<file path="src/hw/rtl/cwbd_pkg.sv">
// ----------------------------------------------------------------------------
// cwbd_pkg
// Shared widths, register codes, result types and saturating add for the
// center window box downsampler.
// ----------------------------------------------------------------------------
package cwbd_pkg;

  localparam int PIX_W      = 8;
  localparam int SUM_W      = 18;
  localparam int SCALE_W    = 7;
  localparam int DIM_W      = 9;
  localparam int ROW_W      = 8;
  localparam int CFG_IDX_W  = 2;
  localparam int CFG_DATA_W = 9;

  localparam logic [SUM_W-1:0]   SUM_MAX        = 18'h3FFFF;
  localparam logic [SCALE_W-1:0] SCALE_MASK     = 7'h7C;
  localparam logic [SCALE_W-1:0] MIN_SCALE      = 7'd4;
  localparam logic [DIM_W-1:0]   MAX_OUT_HEIGHT = 9'd256;
  localparam logic [DIM_W-1:0]   RST_OUT_DIM    = 9'd64;
  localparam logic [SCALE_W-1:0] RST_SCALE      = 7'd8;

  // configuration register indexes
  localparam logic [CFG_IDX_W-1:0] CFG_DISPLAY_SCALE = 2'd0;
  localparam logic [CFG_IDX_W-1:0] CFG_OUT_WIDTH     = 2'd1;
  localparam logic [CFG_IDX_W-1:0] CFG_OUT_HEIGHT    = 2'd2;

  typedef struct packed {
    logic row_end;
    logic frame_end;
  } pix_flags_t;

  typedef struct packed {
    logic [PIX_W-1:0] pixel;
    pix_flags_t       flags;
  } pix_item_t;

  function automatic logic [SUM_W-1:0] sat_add(input logic [SUM_W-1:0] a,
                                               input logic [SUM_W-1:0] b);
    logic [SUM_W:0] s;
    s = {1'b0, a} + {1'b0, b};
    sat_add = s[SUM_W] ? SUM_MAX : s[SUM_W-1:0];
  endfunction

endpackage

</file>
<file path="src/hw/rtl/cwbd_colmem.sv">
// ----------------------------------------------------------------------------
// cwbd_colmem
// Column sum memory: one write port, one read port, registered read data.
// ----------------------------------------------------------------------------
module cwbd_colmem #(
  parameter int DEPTH = 256,
  parameter int AW    = 8,
  parameter int DW    = 18
) (
  input  logic          clk_i,
  input  logic          rd_en_i,
  input  logic [AW-1:0] rd_addr_i,
  output logic [DW-1:0] rd_data_o,
  input  logic          wr_en_i,
  input  logic [AW-1:0] wr_addr_i,
  input  logic [DW-1:0] wr_data_i
);

  logic [DW-1:0] mem_q [DEPTH];
  logic [DW-1:0] rd_data_q;

  always_ff @(posedge clk_i) begin
    if (wr_en_i) begin
      mem_q[wr_addr_i] <= wr_data_i;
    end
  end

  always_ff @(posedge clk_i) begin
    if (rd_en_i) begin
      rd_data_q <= mem_q[rd_addr_i];
    end
  end

  assign rd_data_o = rd_data_q;

endmodule

</file>
<file path="src/hw/rtl/cwbd_div.sv">
// ----------------------------------------------------------------------------
// cwbd_div
// Restoring divider for the window mean, one quotient bit per cycle, with
// saturation of the mean at 255; emits 255 minus the mean.
// ----------------------------------------------------------------------------
module cwbd_div #(
  parameter int DIVW = 11
) (
  input  logic                     clk_i,
  input  logic                     rst_ni,
  input  logic                     start_i,
  input  logic [cwbd_pkg::SUM_W-1:0] sum_i,
  input  logic [DIVW-1:0]          divisor_i,
  input  cwbd_pkg::pix_flags_t     flags_i,
  output logic                     busy_o,
  output logic                     valid_o,
  input  logic                     ready_i,
  output cwbd_pkg::pix_item_t      item_o
);

  localparam int CMPW = (DIVW + 8 > cwbd_pkg::SUM_W) ? DIVW + 8 : cwbd_pkg::SUM_W;

  localparam logic [1:0] ST_IDLE = 2'd0;
  localparam logic [1:0] ST_RUN  = 2'd1;
  localparam logic [1:0] ST_DONE = 2'd2;

  logic [1:0]                   state_q, state_d;
  logic [cwbd_pkg::SUM_W-1:0]   rem_q, rem_d;
  logic [7:0]                   quo_q, quo_d;
  logic [2:0]                   bit_q, bit_d;
  logic [DIVW-1:0]              dvs_q, dvs_d;
  cwbd_pkg::pix_flags_t         flags_q, flags_d;
  logic [CMPW-1:0]              trial;
  logic                         sat;

  assign trial = CMPW'(dvs_q) << bit_q;
  assign sat   = CMPW'(sum_i) >= (CMPW'(divisor_i) << 8);

  always_comb begin
    state_d = state_q;
    rem_d   = rem_q;
    quo_d   = quo_q;
    bit_d   = bit_q;
    dvs_d   = dvs_q;
    flags_d = flags_q;
    case (state_q)
      ST_IDLE: begin
        if (start_i) begin
          dvs_d   = divisor_i;
          flags_d = flags_i;
          rem_d   = sum_i;
          bit_d   = 3'd7;
          if (sat) begin
            quo_d   = 8'hFF;
            state_d = ST_DONE;
          end else begin
            quo_d   = 8'h00;
            state_d = ST_RUN;
          end
        end
      end
      ST_RUN: begin
        if (CMPW'(rem_q) >= trial) begin
          rem_d        = rem_q - trial[cwbd_pkg::SUM_W-1:0];
          quo_d[bit_q] = 1'b1;
        end
        if (bit_q == 3'd0) begin
          state_d = ST_DONE;
        end else begin
          bit_d = bit_q - 3'd1;
        end
      end
      ST_DONE: begin
        if (ready_i) begin
          state_d = ST_IDLE;
        end
      end
      default: begin
        state_d = ST_IDLE;
      end
    endcase
  end

  always_ff @(posedge clk_i or negedge rst_ni) begin
    if (!rst_ni) begin
      state_q <= ST_IDLE;
    end else begin
      state_q <= state_d;
    end
  end

  always_ff @(posedge clk_i) begin
    rem_q   <= rem_d;
    quo_q   <= quo_d;
    bit_q   <= bit_d;
    dvs_q   <= dvs_d;
    flags_q <= flags_d;
  end

  assign busy_o       = (state_q != ST_IDLE);
  assign valid_o      = (state_q == ST_DONE);
  assign item_o.pixel = ~quo_q;
  assign item_o.flags = flags_q;

endmodule

</file>
<file path="src/hw/rtl/center_window_box_downsampler.sv">
// ----------------------------------------------------------------------------
// center_window_box_downsampler
// Sums the central window of each square source block through a per-column
// sum memory and emits 255 minus the window mean per block.
// ----------------------------------------------------------------------------
//  channel   dir  handshake                    payload
//  s_axis    in   s_axis_tvalid/s_axis_tready  tdata[7:0] green
//  m_axis    out  m_axis_tvalid/m_axis_tready  tdata pixel, tlast row_end,
//                                              tuser frame_end
//  cfg       in   cfg_valid_i/cfg_ready_o      cfg_index_i, cfg_data_i
//
//  one source pixel per cycle while no block mean is being divided
//  a block's last pixel stalls the input for the load, 8 quotient bits and
//  hand-off to the output, no bits if the mean saturates, longer if full
//  column sums read at block row segment ends, window rows written next cycle
//  reset clears counters and sets the registers to 8, 64, 64; no clear pass
//  the output register holds a result while the next pixels flow in
// ----------------------------------------------------------------------------
module center_window_box_downsampler #(
  parameter int MAX_OUT_WIDTH = 256,
  parameter int MAX_SCALE     = 64
) (
  input  logic                              clk_i,
  input  logic                              rst_ni,
  input  logic                              s_axis_tvalid,
  output logic                              s_axis_tready,
  input  logic [7:0]                        s_axis_tdata,  // [7:0] green
  output logic                              m_axis_tvalid,
  input  logic                              m_axis_tready,
  output logic [7:0]                        m_axis_tdata,  // [7:0] pixel
  output logic                              m_axis_tlast,  // row_end
  output logic                              m_axis_tuser,  // [0] frame_end
  input  logic                              cfg_valid_i,
  output logic                              cfg_ready_o,
  input  logic [cwbd_pkg::CFG_IDX_W-1:0]    cfg_index_i,
  input  logic [cwbd_pkg::CFG_DATA_W-1:0]   cfg_data_i
);

  localparam int SW   = cwbd_pkg::SCALE_W;
  localparam int CW   = $clog2(MAX_SCALE);
  localparam int XW   = (CW > SW) ? CW : SW;
  localparam int AW   = (MAX_OUT_WIDTH > 1) ? $clog2(MAX_OUT_WIDTH) : 1;
  localparam int WLOG = $clog2(MAX_OUT_WIDTH + 1);
  localparam int WXW  = (WLOG > cwbd_pkg::DIM_W) ? WLOG : cwbd_pkg::DIM_W;
  localparam int HALF = MAX_SCALE / 2;
  localparam int DIVW = $clog2(HALF * HALF + 1);
  localparam int RW   = cwbd_pkg::ROW_W;
  localparam int DW   = cwbd_pkg::DIM_W;
  localparam int SUMW = cwbd_pkg::SUM_W;

  // configuration
  logic [SW-1:0] scale_cfg_q;
  logic [DW-1:0] width_cfg_q;
  logic [DW-1:0] height_cfg_q;

  assign cfg_ready_o = 1'b1;

  always_ff @(posedge clk_i or negedge rst_ni) begin
    if (!rst_ni) begin
      scale_cfg_q  <= cwbd_pkg::RST_SCALE;
      width_cfg_q  <= cwbd_pkg::RST_OUT_DIM;
      height_cfg_q <= cwbd_pkg::RST_OUT_DIM;
    end else if (cfg_valid_i && cfg_ready_o) begin
      case (cfg_index_i)
        cwbd_pkg::CFG_DISPLAY_SCALE: scale_cfg_q  <= cfg_data_i[SW-1:0];
        cwbd_pkg::CFG_OUT_WIDTH:     width_cfg_q  <= cfg_data_i;
        cwbd_pkg::CFG_OUT_HEIGHT:    height_cfg_q <= cfg_data_i;
        default: begin
        end
      endcase
    end
  end

  // effective geometry
  logic [SW-1:0]  scale;
  logic [SW-1:0]  quarter;
  logic [SW-1:0]  win_hi;
  logic [SW-1:0]  blk_last;
  logic [WXW-1:0] width_eff;
  logic [DW-1:0]  height_eff;
  logic [DIVW-1:0] divisor;
  logic [2*(SW-1)-1:0] half_sq;

  always_comb begin
    scale = scale_cfg_q & cwbd_pkg::SCALE_MASK;
    if (scale < cwbd_pkg::MIN_SCALE) begin
      scale = cwbd_pkg::MIN_SCALE;
    end
    if (32'(scale) > MAX_SCALE) begin
      scale = SW'(MAX_SCALE);
    end
  end

  assign quarter  = scale >> 2;
  assign win_hi   = scale - quarter;
  assign blk_last = scale - SW'(1);
  assign half_sq  = scale[SW-1:1] * scale[SW-1:1];
  assign divisor  = DIVW'(half_sq);

  always_comb begin
    if (width_cfg_q == '0) begin
      width_eff = WXW'(1);
    end else if (WXW'(width_cfg_q) > WXW'(MAX_OUT_WIDTH)) begin
      width_eff = WXW'(MAX_OUT_WIDTH);
    end else begin
      width_eff = WXW'(width_cfg_q);
    end
    if (height_cfg_q == '0) begin
      height_eff = DW'(1);
    end else if (height_cfg_q > cwbd_pkg::MAX_OUT_HEIGHT) begin
      height_eff = cwbd_pkg::MAX_OUT_HEIGHT;
    end else begin
      height_eff = height_cfg_q;
    end
  end

  // position counters and running row segment sum
  logic [CW-1:0]   col_q, col_d;
  logic [CW-1:0]   row_q, row_d;
  logic [AW-1:0]   bcol_q, bcol_d;
  logic [RW-1:0]   brow_q, brow_d;
  logic [SUMW-1:0] part_q, part_d;
  logic [SUMW-1:0] part_acc;
  logic [AW-1:0]   bc_addr;

  logic in_acc, row_in, col_in, bx_end, by_end, last_col, last_row;

  assign in_acc   = s_axis_tvalid && s_axis_tready;
  assign row_in   = (XW'(row_q) >= XW'(quarter)) && (XW'(row_q) < XW'(win_hi));
  assign col_in   = (XW'(col_q) >= XW'(quarter)) && (XW'(col_q) < XW'(win_hi));
  assign bx_end   = XW'(col_q) >= XW'(blk_last);
  assign by_end   = XW'(row_q) >= XW'(blk_last);
  assign last_col = WXW'(bcol_q) >= (width_eff - WXW'(1));
  assign last_row = DW'(brow_q) >= (height_eff - DW'(1));
  assign part_acc = (row_in && col_in)
                  ? cwbd_pkg::sat_add(part_q, SUMW'(s_axis_tdata)) : part_q;
  assign bc_addr  = (32'(bcol_q) > MAX_OUT_WIDTH - 1) ? AW'(MAX_OUT_WIDTH - 1) : bcol_q;

  always_comb begin
    col_d  = col_q;
    row_d  = row_q;
    bcol_d = bcol_q;
    brow_d = brow_q;
    part_d = part_q;
    if (in_acc) begin
      part_d = part_acc;
      if (bx_end) begin
        part_d = '0;
        col_d  = '0;
        if (last_col) begin
          bcol_d = '0;
          if (by_end) begin
            row_d  = '0;
            brow_d = last_row ? '0 : brow_q + RW'(1);
          end else begin
            row_d = row_q + CW'(1);
          end
        end else begin
          bcol_d = bcol_q + AW'(1);
        end
      end else begin
        col_d = col_q + CW'(1);
      end
    end
  end

  always_ff @(posedge clk_i or negedge rst_ni) begin
    if (!rst_ni) begin
      col_q  <= '0;
      row_q  <= '0;
      bcol_q <= '0;
      brow_q <= '0;
      part_q <= '0;
    end else begin
      col_q  <= col_d;
      row_q  <= row_d;
      bcol_q <= bcol_d;
      brow_q <= brow_d;
      part_q <= part_d;
    end
  end

  // write-back stage: memory data arrives in the cycle after the block end
  logic                 s1_valid_q;
  logic                 s1_wr_q;
  logic                 s1_first_q;
  logic                 s1_out_q;
  logic [AW-1:0]        s1_addr_q;
  logic [SUMW-1:0]      s1_part_q;
  cwbd_pkg::pix_flags_t s1_flags_q;

  always_ff @(posedge clk_i or negedge rst_ni) begin
    if (!rst_ni) begin
      s1_valid_q <= 1'b0;
    end else begin
      s1_valid_q <= in_acc && bx_end;
    end
  end

  always_ff @(posedge clk_i) begin
    if (in_acc && bx_end) begin
      s1_wr_q              <= row_in;
      s1_first_q           <= (XW'(row_q) == XW'(quarter));
      s1_out_q             <= by_end;
      s1_addr_q            <= bc_addr;
      s1_part_q            <= part_acc;
      s1_flags_q.row_end   <= last_col;
      s1_flags_q.frame_end <= last_col && last_row;
    end
  end

  logic [SUMW-1:0] rd_data;
  logic [SUMW-1:0] col_new;
  logic            mem_rd_en;
  logic            mem_wr_en;

  assign mem_rd_en = in_acc && bx_end;
  assign mem_wr_en = s1_valid_q && s1_wr_q;
  assign col_new   = s1_first_q ? s1_part_q : cwbd_pkg::sat_add(rd_data, s1_part_q);

  cwbd_colmem #(
    .DEPTH (MAX_OUT_WIDTH),
    .AW    (AW),
    .DW    (SUMW)
  ) u_colmem (
    .clk_i     (clk_i),
    .rd_en_i   (mem_rd_en),
    .rd_addr_i (bc_addr),
    .rd_data_o (rd_data),
    .wr_en_i   (mem_wr_en),
    .wr_addr_i (s1_addr_q),
    .wr_data_i (col_new)
  );

  // mean divider
  logic                div_start;
  logic                div_busy;
  logic                div_valid;
  logic                div_ready;
  cwbd_pkg::pix_item_t div_item;

  assign div_start = s1_valid_q && s1_out_q;

  cwbd_div #(
    .DIVW (DIVW)
  ) u_div (
    .clk_i     (clk_i),
    .rst_ni    (rst_ni),
    .start_i   (div_start),
    .sum_i     (s1_wr_q ? col_new : rd_data),
    .divisor_i (divisor),
    .flags_i   (s1_flags_q),
    .busy_o    (div_busy),
    .valid_o   (div_valid),
    .ready_i   (div_ready),
    .item_o    (div_item)
  );

  // pause input while a block mean is pending in the divider
  assign s_axis_tready = !(div_busy || div_start);

  // output register
  logic                out_valid_q;
  cwbd_pkg::pix_item_t out_item_q;

  assign div_ready = !out_valid_q || m_axis_tready;

  always_ff @(posedge clk_i or negedge rst_ni) begin
    if (!rst_ni) begin
      out_valid_q <= 1'b0;
    end else if (div_valid && div_ready) begin
      out_valid_q <= 1'b1;
    end else if (m_axis_tready) begin
      out_valid_q <= 1'b0;
    end
  end

  always_ff @(posedge clk_i) begin
    if (div_valid && div_ready) begin
      out_item_q <= div_item;
    end
  end

  assign m_axis_tvalid = out_valid_q;
  assign m_axis_tdata  = out_item_q.pixel;
  assign m_axis_tlast  = out_item_q.flags.row_end;
  assign m_axis_tuser  = out_item_q.flags.frame_end;

  // checks
  a_no_rw_same_entry: assert property (@(posedge clk_i) disable iff (!rst_ni)
    (mem_wr_en && mem_rd_en) |-> (s1_addr_q != bc_addr))
    else $error("column sum read and write-back hit the same entry");

  a_start_when_idle: assert property (@(posedge clk_i) disable iff (!rst_ni)
    div_start |-> !div_busy)
    else $error("divider started while busy");

  a_no_pixel_while_div: assert property (@(posedge clk_i) disable iff (!rst_ni)
    div_busy |-> !in_acc)
    else $error("pixel taken while a block mean is pending");

  a_result_lands: assert property (@(posedge clk_i) disable iff (!rst_ni)
    (div_valid && div_ready) |=> m_axis_tvalid)
    else $error("divider result lost on the way to the output");

  a_frame_end_row_end: assert property (@(posedge clk_i) disable iff (!rst_ni)
    m_axis_tvalid |-> (!m_axis_tuser || m_axis_tlast))
    else $error("frame end without row end");

endmodule

</file>
<file path="config.mk">
export PLATFORM = sky130hd
export DESIGN_NAME = center_window_box_downsampler
export DESIGN_NICKNAME = d
export VERILOG_FILES = /design/src/hw/rtl/cwbd_pkg.sv /design/src/hw/rtl/cwbd_colmem.sv /design/src/hw/rtl/cwbd_div.sv /design/src/hw/rtl/center_window_box_downsampler.sv
export SDC_FILE = /design/constraint.sdc
export NUM_CORES = 2
export LEC_CHECK = 0
export CAP_MARGIN = 20
export CORE_MARGIN = 1
export CORE_UTILIZATION = 57
export DETAILED_ROUTE_END_ITERATION = 16
export DONT_BUFFER_PORTS = 1
export GPL_TIMING_DRIVEN = 0
export PLACE_DENSITY = 0.71
export SLEW_MARGIN = 20
export SYNTH_ARGS = -nofsm -noshare
export SYNTH_HDL_FRONTEND = slang
export SYNTH_MEMORY_MAX_BITS = 65536
export SYNTH_SLANG_ARGS = --single-unit
</file>
<file path="constraint.sdc">
create_clock -name clk_i -period 14.1 [get_ports clk_i]
set_clock_uncertainty 0.1 [all_clocks]
set_input_delay 2.82 -clock clk_i [delete_from_list [all_inputs] [get_ports clk_i]]
set_output_delay 2.82 -clock clk_i [all_outputs]
set_load 0.01 [all_outputs]
</file>
### Word-level counts from Yosys, hierarchy flattened

Memories as Yosys holds them, arrays and structs flattened. A register that Yosys moved wholly into a read port is not among the register bits.
Index checks and enable logic that the tools add are counted.
Widths: inputs -> output; s select.

* register bits: 158
* memory bits (writable): 4608
* input port bits: 24
* output and inout port bits: 13
* word-level logic and storage cells: 139
* memories: 1

Memories
* u_colmem.mem_q: words 256, width 18, rd ports 1, clocked after memory_dff 1, wr ports 1, line cwbd_colmem.sv:19 `logic [DW-1:0] mem_q [DEPTH];`

* add/sub/neg operators: 12
* multipliers: 1
* magnitude comparators: 16
* equal/unequal tests: 10
* shifts and indexed selects: 1
* multiplexer cells: 37
* bitwise gates (word level): 2
* reduce and logical (&&, ||, !) cells: 32

Operators by type and width (count)
* $mux 18: 8
* $mux 8: 5
* $ge 18x19->1: 2
* $mux 9: 4
* $pmux 18 s2: 1
* $add 18x18->19: 1
* $add 18x8->19: 1
* $shl 11x3->19: 1
* $ge 8x9->1: 2
* $gt 9x9->1 const B: 2
* $logic_not 9->1: 2
* $sub 18x18->18: 1
* $sub 9x1->9 const B: 2
* $add 8x1->8 const B: 2
* $pmux 8 s2: 1
* $ge 6x7->1: 2
* $lt 6x7->1: 2
* $mux 7: 2
* $add 6x1->6 const B: 2
* $ge 6x5->1: 2
* $mux 6: 2
* $reduce_and 3->1: 4
* $mul 6x6->11: 1
* $logic_and 1x1->1: 10
* 27 further kinds: 49

### Logic depth before layout (Yosys ltp)

* word-level depth: 10
* mapped depth: 24
* mapped depth without buffers: 22

### Modules after synthesis

From an unflattened synthesis, not the netlist that was laid out.

* cell total of the unflattened synthesis: 9495
* area total of the unflattened synthesis: 190134.9 um^2

By module, submodules not included
* cwbd_colmem: times used 1, cells an instance 8281, area an instance 178402.4 um^2
* center_window_box_downsampler: times used 1, cells an instance 847, area an instance 8299.2 um^2
* cwbd_div: times used 1, cells an instance 367, area an instance 3433.3 um^2

### Worst setup path after synthesis

No wires, ideal clock.

* path kind: register -> register
* start point: reg s1_part_q[0]
* end point: mem u_colmem.mem_q[0][17] (data pin)
* setup time: 2.099 ns
* data arrival time: 11.743 ns
* data required time: 11.901 ns
* slack: 0.158 ns
* cell stages (with the launch flop): 12
* buffers on the path: 1
* period minus slack after synthesis: 13.942 ns
* cell sequence: edfxtp_1 ha_1 inv_1 fa_1 nand2b_1 a21oi_1 o31ai_4 a2111oi_2 or2_1 buf_2 nor4_1 nor3_1

* word-level cells in the longest chain between the ends: 3

Ends and longest elaborated chain
* start, declared: line center_window_box_downsampler.sv:189 `logic [SUMW-1:0] s1_part_q;`
* start signal, assigned: line center_window_box_downsampler.sv:206 `s1_part_q <= part_acc;`
* $add 18x18->19: line cwbd_pkg.sv:41 `s = {1'b0, a} + {1'b0, b};`
* $mux 18: line cwbd_pkg.sv:42 `sat_add = s[SUM_W] ? SUM_MAX : s[SUM_W-1:0];`
* $mux 18: line center_window_box_downsampler.sv:219 `assign col_new = s1_first_q ? s1_part_q : cwbd_pkg::sat_add(rd_data, s1_part_q);`
* named net col_new[17]: line center_window_box_downsampler.sv:213 `logic [SUMW-1:0] col_new;`
* end, declared: line cwbd_colmem.sv:19

The timed path passes the listed nets, and every way through them passes these cells.

==> impl_table.tex <==
\begin{tabular}{lr}
\hline
Metric & Value \\
\hline
\multicolumn{2}{l}{\textbf{Critical path}} \\
\quad Type of destination of the critical path & flip-flop \\
\quad Biggest fanout along the worst timing path & 10 \\
\quad Ordered cell list for the critical path & buf\_2 > buf\_2 > buf\_4 > buf\_2 > mux4\_2 > a22oi\_1 > a21oi\_1 > nor2\_1 > o221ai\_1 > a22oi\_1 > o221ai\_1 \\
\quad Cell class contributing the biggest share of worst-path delay & compound AO/OA/AOI/OAI gates \\
\quad Critical path depth in cells & 11 \\
\quad Classification of the worst setup path & reg2reg \\
\quad Minimum setup slack among reg-to-reg paths & 7100 ps \\
\quad Logic depth of the worst register-to-register path & 11 \\
\quad Largest stage delay on the critical path & 980 ps \\
\quad Crit-path most repeated cell & buf\_2 \\
\quad Kind of start point of the critical path & flip-flop \\
\quad FF-to-FF Start & bc\_addr[0] \\
\quad Source of the critical timing path & bc\_addr[0] \\
\quad Max stage delay cell, worst path & nor2\_1 \\
\quad Required time worst endpoint & 14510 ps \\
\quad Worst Path Arrival & between 7000 and 8000 ps \\
\quad Combined buffer and inverter count along the critical path & 4 \\
\quad Worst Setup EP & u\_colmem.rd\_data\_o[11] \\
\quad Destination of the worst register-to-register timing path & u\_colmem.rd\_data\_o[11] \\
\multicolumn{2}{l}{\textbf{Worst hold path}} \\
\quad Type of the tightest min-delay check & reg2reg \\
\quad Number of cells on the worst hold path & 0 \\
\multicolumn{2}{l}{\textbf{Die}} \\
\quad Die Ht & 573 µm \\
\quad DIE AREA & roughly 0.33 mm² \\
\quad Core box area & about 0.32 mm² \\
\quad Number of cell rows & 209 \\
\quad Initial Util & 57.3\% \\
\quad Count of pins on the block boundary & 37 \\
\quad Die outline width & 573 µm \\
\multicolumn{2}{l}{\textbf{Detailed routing}} \\
\quad Drt first pass iters & 14 \\
\quad Total vias in the final route & 97700 \\
\quad Count of antenna-violating nets left after detailed routing & 0 \\
\quad Average vias per placed instance & 6.87 \\
\quad Routed wirelength normalized by instance count & 37.0 µm \\
\quad DRC violation count after routing & 0 \\
\quad DR iter-0 viols & 14800 \\
\quad Drt total wl & 526000 µm \\
\multicolumn{2}{l}{\textbf{Synth}} \\
\quad Multiplexer fraction of the synthesized cell area & 14.3\% \\
\quad Netlist cell types & 88 \\
\quad Post-synthesis compound-gate area fraction & 4.45\% \\
\quad Most used flip-flop cell after synthesis & edfxtp\_1 \\
\quad Xor-xnor portion of the synthesized cell area & less than 1\% \\
\quad Adder and majority gate portion of the synthesized area & 0.865\% \\
\quad Count of synthesis-stage warnings from yosys & 0 \\
\quad Asr flop ratio synth & 1.53\% \\
\quad Area of the mapped netlist & around 0.19 mm² \\
\quad Number of flops mapped to enable cells by yosys & about 4700 \\
\quad Dominant combinational cell family by area after synthesis & multiplexers \\
\quad Synthesized-area fraction occupied by and/or/nand/nor cells & 1.91\% \\
\quad Per-instance average area after synthesis & $\sim$21 µm² \\
\quad Synthesis-stage register bit count & 4779 \\
\quad Count of mapped cells out of synthesis & 8648 \\
\quad Sequential element share of the synthesized area & 77.0\% \\
\multicolumn{2}{l}{\textbf{Pwr}} \\
\quad Peak VDD IR & 0.116 mV \\
\quad Pwr dens & 170 mW/mm² \\
\quad Leakage power summed over all cells & around 66 nW \\
\multicolumn{2}{l}{\textbf{CTS}} \\
\quad Number of buffers created by CTS & 459 \\
\quad Clock root buffer & clkbuf\_16 \\
\quad TritonCTS clock tree & built \\
\quad Number of hold buffers added after cts & 0 \\
\quad Max Root-Sink Buffers & 4 \\
\quad H-Tree Depth & 5 \\
\quad Number of setup buffers added after CTS & 0 \\
\quad CTS resizes & 0 \\
\quad Number of sinks driven by the clock tree & approximately 4800 \\
\quad Worst-Skew Late Latency & 1000 ps \\
\quad Clock slew at the register clock pins of the worst setup and hold paths & $\sim$70 ps \\
\multicolumn{2}{l}{\textbf{Final layout}} \\
\quad Combined flip-flop and latch cell area & 0.143 mm² \\
\quad Layout net count & 9644 \\
\quad Final core utilization & between 60\% and 70\% \\
\quad Area of the multi-input gates & 0.0418 mm² \\
\quad Count of placed standard cells in the final layout, fillers left out & 14200 \\
\quad Share of layout cells above drive strength 1 & 27.7\% \\
\quad Fill cells & 20200 \\
\quad Area growth from synthesis to layout & 15.1\% \\
\multicolumn{2}{l}{\textbf{Placement}} \\
\quad HPWL after DPL & around 360000 µm \\
\quad Last weighted congestion value of the routability-driven placer & $\sim$1.1 \\
\quad Placed instance count & 13400 \\
\quad Port Buffer Count & 0 \\
\multicolumn{2}{l}{\textbf{Timing}} \\
\quad Period utilization & 49.6\% \\
\quad Minimum period implied by the final worst setup slack & 7000 ps \\
\quad Setup violation total in the final timing report & 0 \\
\quad Final Hold Vio Count & 0 \\
\quad Hold Worst Slack & 345 ps \\
\quad Rel. slew slack & under 10\% \\
\quad RSZ-0062 raised after global routing & no \\
\quad Final-report max-slew violation count & 0 \\
\quad Max Clk Rate & 143 MHz \\
\quad Slew at the pin with the worst max-slew slack & 1410 ps \\
\quad Setup TNS & 0 ps \\
\multicolumn{2}{l}{\textbf{GRT}} \\
\quad Total overflow reported by the global router & 0 \\
\quad Total Routing Usage GR & 32.1\% \\
\quad Antenna violations before repair & 41 \\
\quad Largest net degree at the start of global routing & 74 \\
\quad Number of global-route vias before repair & 96800 \\
\quad First-pass GRT wire length & 735000 µm \\
\multicolumn{2}{l}{\textbf{Flow run}} \\
\quad Maxcap violations & 0 \\
\multicolumn{2}{l}{\textbf{Run status}} \\
\quad Result of the run & completed \\
\hline
\end{tabular}
==> report_power, final <==
group,internal (W),switching [W]
clock network,0.00684,0.00531
logic,0.00330,0.00494
registers,0.0159,0.0000977
total,0.0260,0.0103
==> final cells by class <==
cell class / count / share of cell area (%)
Sequential cell: 4779 / 66.9
Multi-Input combinational cell: 3304 / 19.5
Clock buffer: 563 / 5.63
Timing Repair Buffer: 382 / 3.01
Tap cell: 4325 / 2.53
Clock inverter: 283 / 1.24
Buffer: 503 / 1.02
Inverter: 66 / 0.116
Antenna cell: 15 / 0.0175
==> layout by cell type, fill, tap and decap left out, types with 61 or more instances in the layout <==
cell	netlist	layout
buf_12	0	61
clkbuf_1	310	360
buf_8	0	74
inv_1	63	63
nand2_1	110	110
edfxtp_1	4706	4706
a22o_1	148	148
mux4_2	1152	1152
a221oi_1	146	146
buf_2	130	138
o21ai_0	84	83
buf_16	0	87
clkbuf_16	0	467
clkinv_1	1	101
a21oi_1	212	212
dfrtp_1	70	70
nor2_1	388	124
a22oi_1	307	306
clkinv_2	0	86
buf_6	3	140
ha_1	119	119
nor2_2	0	188
nor2_4	1	77
nor3_1	66	65
==> per-layer routing <==
layer / GRT usage [%] / wire [µm] / vias up
met5: 0 / 237 / -
met4: 18.1 / 35000 / 28
met3: 10.2 / 69600 / 1238
met2: 47.6 / 237000 / 6893
met1: 42.5 / 184000 / 51000
li1: - / - / 38500
==> state kept, by name (all words and copies together), names as in the netlist, 3 cells and up <==
| name | count |
|---|---|
| bc_addr | 8 |
| row_q | 6 |
| height_cfg_q | 9 |
| u_colmem.mem_q | 4608 |
| brow_q | 8 |
| u_div.bit_q | 3 |
| u_colmem.rd_data_o | 18 |
| u_div.quo_q | 8 |
| s1_part_q | 18 |
| part_q | 18 |
| col_q | 6 |
| u_div.rem_q | 18 |
| scale_cfg_q | 5 |
| s1_addr_q | 8 |
| u_div.dvs_q | 8 |
| width_cfg_q | 9 |
| m_axis_tdata | 8 |
==> Yosys cell counts (84+ instances only) <==
cell      instances  share of area [%]
edfxtp_1       4706                 76
mux4_2         1152                 14
nor2_1          388               0.78
clkbuf_1        310               0.63
a22oi_1         307                1.2
a21oi_1         212               0.57
a22o_1          148               0.70
a221oi_1        146               0.69
buf_2           130               0.35
ha_1            119               0.80
nand2_1         110               0.22
o21ai_0          84               0.23
==> per-stage QoR <==
| step | setup slack [ps] | instance area [µm²] | power [W] |
|---|---|---|---|
| 2_1_floorplan | 158 | 186000 | 0.0214 |
| 3_5_place_dp | 7140 | 199000 | 0.0243 |
| 6_report | 7100 | 214000 | 0.0364 |
| 3_3_place_gp | -11670 | 191000 | 0.0242 |
| 4_1_cts | 7100 | 214000 | 0.0363 |
| 5_1_grt | 7190 | 214000 | 0.0373 |
==> worst min path at each step <==
| stage | startpoint | endpoint |
|---|---|---|
| 6_report | u_div.item_o[1] | m_axis_tlast |
| 5_1_grt | u_div.item_o[1] | m_axis_tlast |
| 4_1_cts | u_div.item_o[1] | m_axis_tlast |
| 3_5_place_dp | u_div.item_o[1] | m_axis_tlast |
| 3_3_place_gp | u_div.item_o[1] | m_axis_tlast |
| 2_1_floorplan | u_div.item_o[1] | m_axis_tlast |
==> kinds of logic after synthesis <==
kind of cell / Yosys count
flops: 4779
compound gates: 1137
fa+ha+maj: 125
other cells: 2
xor+xnor: 47
simple gates: 779
mux: 1210
buf+inv: 569
==> worst register-to-register path, cell delays in order, from the launching register on <==
cell and delay [ps]:
dfrtp_1 880, buf_2 300, buf_2 410, buf_4 560, buf_2 630, mux4_2 640, a22oi_1 240, a21oi_1 350
nor2_1 980, o221ai_1 290, a22oi_1 560, o221ai_1 620
No activity file was read; power rests on OpenSTA's default activity.
